--- config.mk ---
export PLATFORM = sky130hd
export DESIGN_NAME = reversible_deque_engine_core
export DESIGN_NICKNAME = d
export VERILOG_FILES = /design/src/rde_pkg.sv /design/src/reversible_deque_engine_core.sv /design/src/rde_ram.sv
export VERILOG_INCLUDE_DIRS = /design/src /design/src/src
export SDC_FILE = /design/constraint.sdc
export NUM_CORES = 1
export LEC_CHECK = 0
export BUFFER_PORTS_ARGS = -buffer_cell sky130_fd_sc_hd__buf_2
export CAP_MARGIN = 20
export CORE_MARGIN = 2
export CORE_UTILIZATION = 34
export CTS_CLUSTER_DIAMETER = 120
export DETAILED_ROUTE_END_ITERATION = 16
export GPL_TIMING_DRIVEN = 0
export PLACE_DENSITY_LB_ADDON = 0.3
export SLEW_MARGIN = 20
export SYNTH_ARGS = -nofsm -noshare
export SYNTH_HDL_FRONTEND = slang
export SYNTH_SLANG_ARGS = --single-unit
--- constraint.sdc ---
create_clock -name clk -period 5.2 [get_ports clk]
set_input_delay 0.52 -clock clk [delete_from_list [all_inputs] [get_ports clk]]
set_output_delay 0.52 -clock clk [all_outputs]
set_load 0.02 [all_outputs]
--- src/reversible_deque_engine_core_macros.svh ---
// assertion helpers for the deque engine
`ifndef REVERSIBLE_DEQUE_ENGINE_CORE_MACROS_SVH
`define REVERSIBLE_DEQUE_ENGINE_CORE_MACROS_SVH

// same-cycle implication, checked outside reset
`define RDE_ASSERT_NOW(label, ante, cons, msg) \
  label: assert property (@(posedge clk) disable iff (!rst_n) (ante) |-> (cons)) \
    else $error(msg);

// next-cycle implication, checked outside reset
`define RDE_ASSERT_NEXT(label, ante, cons, msg) \
  label: assert property (@(posedge clk) disable iff (!rst_n) (ante) |=> (cons)) \
    else $error(msg);

`endif

--- src/rde_pkg.sv ---
`default_nettype none

package rde_pkg;

  localparam int VALUE_W = 16;

  // request codes
  localparam logic [2:0] REQ_CLEAR   = 3'd0;
  localparam logic [2:0] REQ_APPEND  = 3'd1;
  localparam logic [2:0] REQ_REVERSE = 3'd2;
  localparam logic [2:0] REQ_DELETE  = 3'd3;
  localparam logic [2:0] REQ_DUMP    = 3'd4;

  // result status codes
  localparam logic [1:0] ST_ELEM  = 2'd0;
  localparam logic [1:0] ST_EMPTY = 2'd1;
  localparam logic [1:0] ST_ERROR = 2'd2;

  typedef struct packed {
    logic [2:0]         req_type;
    logic [VALUE_W-1:0] elem_value;
  } in_item_t;

  typedef struct packed {
    logic [VALUE_W-1:0] out_value;
    logic [1:0]         out_status;
    logic               out_last;
  } out_item_t;

endpackage

`default_nettype wire

--- src/reversible_deque_engine_core.sv ---
`default_nettype none
`include "reversible_deque_engine_core_macros.svh"

// Double-ended queue in a ring buffer with a logical reverse flag. Each input
// item carries a request: clear, append a value at the physical tail, reverse
// the logical order, delete the logical front (physical head, or physical tail
// while reversed) and dump. Clear, append, reverse and delete finish in the
// cycle they are accepted. A dump of n elements walks the element RAM through
// its single read port, one read per cycle while the output is not stalled;
// the RAM read is registered, each element's read data waits as pending and
// then moves to the output register when it is free, and in_stall is held
// for the whole dump. A dump of an empty or erroneous queue gives one
// result at once. Deleting from an empty queue or appending to a full one sets
// a sticky error; after that only clear and dump act, and dump reports the
// error. Unknown request codes are dropped without a result. in_stall is also
// raised while a finished result waits on a stalled output. The RAM needs no
// clearing: only written entries are ever read.
module reversible_deque_engine_core #(
  parameter int DEPTH      = 64,
  parameter int DATA_WIDTH = 16
) (
  input  wire logic              clk,
  input  wire logic              rst_n,
  input  wire logic              in_valid,
  output logic                   in_stall,
  input  wire rde_pkg::in_item_t in_item,
  output logic                   out_valid,
  input  wire logic              out_stall,
  output rde_pkg::out_item_t     out_item
);

  localparam int PW = $clog2(DEPTH);
  localparam int CW = $clog2(DEPTH + 1);
  // stored width: the value field caps what can ever reach the store
  localparam int SW = (DATA_WIDTH < rde_pkg::VALUE_W) ? DATA_WIDTH : rde_pkg::VALUE_W;

  typedef enum logic {
    S_IDLE,
    S_DUMP
  } state_t;

  // add an offset to a ring position, one compare and subtract
  function automatic logic [PW-1:0] ring_add(logic [PW-1:0] base, logic [PW-1:0] off);
    logic [PW:0] s;
    s = {1'b0, base} + {1'b0, off};
    if (s >= (PW+1)'(DEPTH)) begin
      s = s - (PW+1)'(DEPTH);
    end
    return s[PW-1:0];
  endfunction

  // architectural queue state
  state_t    state_r,     state_nxt;
  logic [PW-1:0] head_r,  head_nxt;
  logic [CW-1:0] count_r, count_nxt;
  logic      rev_r,       rev_nxt;
  logic      err_r,       err_nxt;

  // dump walker
  logic [PW-1:0] rd_off_r,  rd_off_nxt;
  logic [CW-1:0] rd_left_r, rd_left_nxt;
  logic      rd_rev_r,    rd_rev_nxt;
  logic      pend_r,      pend_nxt;      // ram read data holds an element not yet output
  logic      pend_last_r, pend_last_nxt;

  // output register
  logic               out_valid_r, out_valid_nxt;
  rde_pkg::out_item_t out_item_r,  out_item_nxt;

  // ram ports
  logic          ram_wr_en;
  logic [PW-1:0] ram_wr_addr;
  logic [SW-1:0] ram_wr_data;
  logic          ram_rd_en;
  logic [PW-1:0] ram_rd_addr;
  logic [SW-1:0] ram_rd_data;

  logic out_free, in_fire, pend_take, issue, dump_done, load_single;

  rde_ram #(
    .WIDTH (SW),
    .DEPTH (DEPTH)
  ) u_store (
    .clk     (clk),
    .wr_en   (ram_wr_en),
    .wr_addr (ram_wr_addr),
    .wr_data (ram_wr_data),
    .rd_en   (ram_rd_en),
    .rd_addr (ram_rd_addr),
    .rd_data (ram_rd_data)
  );

  // handshake: inputs wait during a dump walk or behind a stalled result
  assign out_free  = !out_valid_r || !out_stall;
  assign in_stall  = (state_r == S_DUMP) || (out_valid_r && out_stall);
  assign in_fire   = in_valid && !in_stall;

  // walker: pending element moves to the output register when it is free,
  // and a new read may go out in the same cycle
  assign pend_take = pend_r && out_free;
  assign issue     = (state_r == S_DUMP) && (rd_left_r != '0) && (!pend_r || pend_take);
  assign dump_done = (state_r == S_DUMP) && (rd_left_r == '0) && (!pend_r || pend_take);

  assign ram_rd_en   = issue;
  assign ram_rd_addr = ring_add(head_r, rd_off_r);

  // the queue cannot change while a dump walks it, so reads never race a write
  assign ram_wr_en   = in_fire && (in_item.req_type == rde_pkg::REQ_APPEND) && !err_r
                       && (count_r != CW'(DEPTH));
  assign ram_wr_addr = ring_add(head_r, count_r[PW-1:0]);
  assign ram_wr_data = in_item.elem_value[SW-1:0];

  assign load_single = in_fire && (in_item.req_type == rde_pkg::REQ_DUMP)
                       && (err_r || (count_r == '0));

  always_comb begin
    state_nxt     = state_r;
    head_nxt      = head_r;
    count_nxt     = count_r;
    rev_nxt       = rev_r;
    err_nxt       = err_r;
    rd_off_nxt    = rd_off_r;
    rd_left_nxt   = rd_left_r;
    rd_rev_nxt    = rd_rev_r;
    pend_nxt      = pend_r;
    pend_last_nxt = pend_last_r;
    out_item_nxt  = out_item_r;
    out_valid_nxt = (out_valid_r && out_stall) || pend_take || load_single;

    // request decode
    if (in_fire) begin
      unique case (in_item.req_type)
        rde_pkg::REQ_CLEAR: begin
          head_nxt  = '0;
          count_nxt = '0;
          rev_nxt   = 1'b0;
          err_nxt   = 1'b0;
        end
        rde_pkg::REQ_APPEND: begin
          if (!err_r) begin
            if (count_r == CW'(DEPTH)) begin
              err_nxt = 1'b1;
            end else begin
              count_nxt = count_r + CW'(1);
            end
          end
        end
        rde_pkg::REQ_REVERSE: begin
          if (!err_r) begin
            rev_nxt = !rev_r;
          end
        end
        rde_pkg::REQ_DELETE: begin
          if (!err_r) begin
            if (count_r == '0) begin
              err_nxt = 1'b1;
            end else begin
              // logical front is the physical head unless reversed
              if (!rev_r) begin
                head_nxt = ring_add(head_r, PW'(1));
              end
              count_nxt = count_r - CW'(1);
            end
          end
        end
        rde_pkg::REQ_DUMP: begin
          if (!err_r && (count_r != '0)) begin
            state_nxt   = S_DUMP;
            rd_left_nxt = count_r;
            rd_rev_nxt  = rev_r;
            rd_off_nxt  = rev_r ? count_r[PW-1:0] - PW'(1) : '0;
          end
        end
        default: begin
        end
      endcase
    end

    // dump walk, one read per cycle while no pending element is held back
    if (issue) begin
      rd_left_nxt   = rd_left_r - CW'(1);
      rd_off_nxt    = rd_rev_r ? rd_off_r - PW'(1) : rd_off_r + PW'(1);
      pend_nxt      = 1'b1;
      pend_last_nxt = (rd_left_r == CW'(1));
    end else if (pend_take) begin
      pend_nxt = 1'b0;
    end

    if (dump_done) begin
      state_nxt = S_IDLE;
    end

    // output register load
    if (pend_take) begin
      out_item_nxt.out_value  = rde_pkg::VALUE_W'(ram_rd_data);
      out_item_nxt.out_status = rde_pkg::ST_ELEM;
      out_item_nxt.out_last   = pend_last_r;
    end else if (load_single) begin
      out_item_nxt.out_value  = '0;
      out_item_nxt.out_status = err_r ? rde_pkg::ST_ERROR : rde_pkg::ST_EMPTY;
      out_item_nxt.out_last   = 1'b1;
    end
  end

  always_ff @(posedge clk) begin
    if (!rst_n) begin
      state_r     <= S_IDLE;
      head_r      <= '0;
      count_r     <= '0;
      rev_r       <= 1'b0;
      err_r       <= 1'b0;
      rd_off_r    <= '0;
      rd_left_r   <= '0;
      rd_rev_r    <= 1'b0;
      pend_r      <= 1'b0;
      pend_last_r <= 1'b0;
      out_valid_r <= 1'b0;
    end else begin
      state_r     <= state_nxt;
      head_r      <= head_nxt;
      count_r     <= count_nxt;
      rev_r       <= rev_nxt;
      err_r       <= err_nxt;
      rd_off_r    <= rd_off_nxt;
      rd_left_r   <= rd_left_nxt;
      rd_rev_r    <= rd_rev_nxt;
      pend_r      <= pend_nxt;
      pend_last_r <= pend_last_nxt;
      out_valid_r <= out_valid_nxt;
    end
    // result payload needs no reset
    out_item_r <= out_item_nxt;
  end

  assign out_valid = out_valid_r;
  assign out_item  = out_item_r;

  // checks
  `RDE_ASSERT_NOW(a_count_bound, 1'b1, count_r <= CW'(DEPTH), "element count above depth")
  `RDE_ASSERT_NOW(a_no_write_in_dump, state_r == S_DUMP, !ram_wr_en, "store written during dump")
  `RDE_ASSERT_NOW(a_mid_dump_active, out_valid_r && !out_stall && !out_item_r.out_last,
                  state_r == S_DUMP, "non-final result taken with no dump running")

endmodule

`default_nettype wire

--- src/rde_ram.sv ---
`default_nettype none

module rde_ram #(
  parameter int WIDTH = 16,
  parameter int DEPTH = 64
) (
  input  wire logic                     clk,
  input  wire logic                     wr_en,
  input  wire logic [$clog2(DEPTH)-1:0] wr_addr,
  input  wire logic [WIDTH-1:0]         wr_data,
  input  wire logic                     rd_en,
  input  wire logic [$clog2(DEPTH)-1:0] rd_addr,
  output logic      [WIDTH-1:0]         rd_data
);

  logic [WIDTH-1:0] mem [DEPTH];

  always_ff @(posedge clk) begin
    if (wr_en) begin
      mem[wr_addr] <= wr_data;
    end
    // read data holds when no read is issued
    if (rd_en) begin
      rd_data <= mem[rd_addr];
    end
  end

endmodule

`default_nettype wire

==> impl_metrics.yaml <==
drt:
  drt_iter0_markers: 2245
  vias: 20350
  wl_um: 101000
  first_pass_iters: 5
  ant_nets: 0
  wl_per_cell_um: 26.09
  viasPerCell: 5.256
  drc: 0
clocking:
  cts_setup_buffers: 0
  clk_path_buf_depth: 3
  insertion_delay_ns: 0.70
  cts_tree: "yes"
  cts_made_buffers: 112
  postCtsResizedCells: 0
  htree_num_levels: 3
  clkTransAtPathRegs_ns: 0.06
  cts-root-buf: "clkbuf_16"
  clkSinkCount: 1092
  hold_buffers: 0
placed_design:
  dp_slack_ns: 0.5815
  port_buffers: 43
  place_congestion: 0.8227
  dp_hpwl_um: 66600
pwr:
  p_int_w: 0.01410
  p_per_area_nw_per_um2: 356.7
  combPwrFrac_pct: 1.6
  power_frac_clock_pct: 43.7
  seq_power_share_pct: 54.8
  cellLeakagePower_nw: 15.25
  vdd_drop_max_v: 0.0003129
  swShare_pct: 20.02
  p_sw_w: 0.003530
yosys:
  synth.distinct_cells: 55
  ys.flop_type: "edfxtp_1"
  async_reset_ff_share_pct: 0
  syn-num-nets: 1970
  netlist_area_um2: 42640
  yosysWarnings: 0
  synth_edf_count: 1057
  yosysSeqAreaShare_pct: 76.07
  synth_cells: 1924
  avgSynthCellArea_um2: 22.16
  ys_ff_latch: 1092
die:
  io_pins: 44
  coreArea_um2: 124100
  initial_core_util_pct: 34.36
  placementRows: 129
  die-area_um2: 128300
  die_y_um: 358.2
  die_x_um: 358.2
worst_setup_path:
  r2r-start: "rd_off_r[0]$_SDFFE_PN0P_"
  crit_fanout: 10
  crit_family: "buffers and inverters"
  crit_path_end_kind: "flop"
  required_ns: 5.54
  cp_slowest_cell: "clkbuf_1"
  max_stage_delay_ns: 0.66
  crit_start: "rd_off_r[0]$_SDFFE_PN0P_"
  crit_type: "reg -> reg"
  cp_cell_sequence: "ha_1 > inv_1 > fa_1 > clkbuf_1 > clkbuf_1 > mux4_2 > mux4_2 > a22oi_1 > nand2_1"
  critPathBufInv: 3
  arrival_ns: 4.94
  startpoint_type: "flop"
sta:
  skew_ns: 0.05258
  period_share_pct: 88.47
  finalSetupViolations: 0
  hold_viol_final: 0
  slew_viol_final: 0
  rsz0062_at_grt: "no"
  fmax_mhz: 217.4
  worst_pin_slew_ns: 1.094
  fin_ws_ns: 0.5995
  min_period_ns: 4.600
  slew_headroom_pct: 27.00
  tns_ns: 0
global_route:
  antenna_found_initial: 2
  grt_max_degree: 65
  grt_pass1_wl_um: 147300
  grtUsageTotal_pct: 15.89
  overflow: 0
  grt_pass1_vias: 20950
layout:
  layout-drive-gt1-share_pct: 31.30
  mostFrequentLayoutCells: "edfxtp_1 (1057), mux4_2 (320), clkbuf_16 (115)"
  layout_commonest_cell: "edfxtp_1"
  final_nets: 2183
  area_delta_synth_final_pct: 15.92
job:
  maxCapViolations: 0
worst_hold_path:
  hold_class: "in -> reg"
  hp-start: "in_item[14]"
status:
  outcome: "finished, final reports clean"
## metal layers
layer  wire (µm)  vias up  part of all wire [%]  track usage (%)
met4        2463        2                   2.4            4.109
met3        7026      153                   7.0            3.715
li1            -     8558                     -                -
met2       47390      660                    47            24.85
met5          12        -                 0.012                0
met1       44120    10980                    44            22.44
## path summary, 6_finish.rpt
path,slack (ns),to,cells past startpoint
min,0.23,u_store.mem[30][14]$_DFFE_PP_,1
min reg2reg,0.46,out_item[2]$_SDFFE_PN0P_,2
max,0.60,u_store.rd_data[8]$_DFFE_PN_,9
max reg2reg,0.60,u_store.rd_data[8]$_DFFE_PN_,9
## flip-flops by register name, indices dropped and copies added (netlist names)
name / cells
rd_left_r: 7
u_store.mem: 1024
rd_off_r: 6
u_store.rd_data: 16
count_r: 7
out_item: 19
rd_rev_r: 1
state_r: 1
out_valid: 1
pend_last_r: 1
pend_r: 1
head_r: 6
rev_r: 1
err_r: 1
## layout make-up
cell class	count	area (µm²)
fill	10840	74690
sequential	1092	32440
multi-input combinational	727	9892
clock buffer	134	2949
tap	1637	2048
timing repair buffer	99	948.4
clock inverter	76	619.3
buffer	89	470.5
inverter	16	60.06
antenna	2	5.005
## cell families (layout without fill, tap and decap cells)
| logic type | Yosys count | count (layout) | synth area share, % |
|---|---|---|---|
| AOI/OAI and AO/OA | 108 | 108 | 1.708 |
| xor gates and xnor gates | 30 | 30 | 0.6514 |
| adders and majority gates | 23 | 23 | 0.7276 |
| buffers and inverters | 105 | 414 | 1.238 |
| DFF | 1092 | 1092 | 76.07 |
| muxes | 323 | 323 | 16.97 |
| other | 0 | 2 | 0 |
| and+or+nand+nor | 243 | 243 | 2.629 |
## cells in the mapped netlist (14+ instances only)
| cell | instances | area share (%) |
|---|---|---|
| nand3_1 | 17 | 0.20 |
| edfxtp_1 | 1057 | 74 |
| dfxtp_1 | 35 | 1.6 |
| a22oi_1 | 32 | 0.56 |
| and2_1 | 17 | 0.25 |
| buf_2 | 29 | 0.34 |
| inv_1 | 15 | 0.13 |
| xnor2_1 | 14 | 0.29 |
| a21oi_1 | 25 | 0.29 |
| clkbuf_1 | 40 | 0.35 |
| ha_1 | 20 | 0.59 |
| nand2_1 | 58 | 0.51 |
| nor2_1 | 96 | 0.85 |
| mux4_2 | 320 | 17 |
| xor2_1 | 14 | 0.29 |
## power by group through the flow
stage,sequential [W],clock (W),combinational (W)
finish,0.00965,0.00770,0.000278
global route,0.00965,0.00822,0.000304
CTS,0.00966,0.00788,0.000281
detailed placement,0.00984,0,0.000281
global placement,0.00984,0,0.000260
floorplan,0.00985,0,0.0000777
## metrics by stage
step                      utilization (%)  hold WS (ns)  total power, W  std cells  area, µm²
final                               39.83        0.2338         0.01763       3872      49430
after global routing                39.82        0.2002         0.01817       3870      49430
after CTS                           39.80        0.1926         0.01781       3869      49400
after detailed placement            36.92        0.4546         0.01012       3659      45830
after global placement              36.18        0.4541         0.01010       3604      44910
after floorplan                         -        0.4599        0.009923       1924      42640
Power figures use the tool's default switching activity.
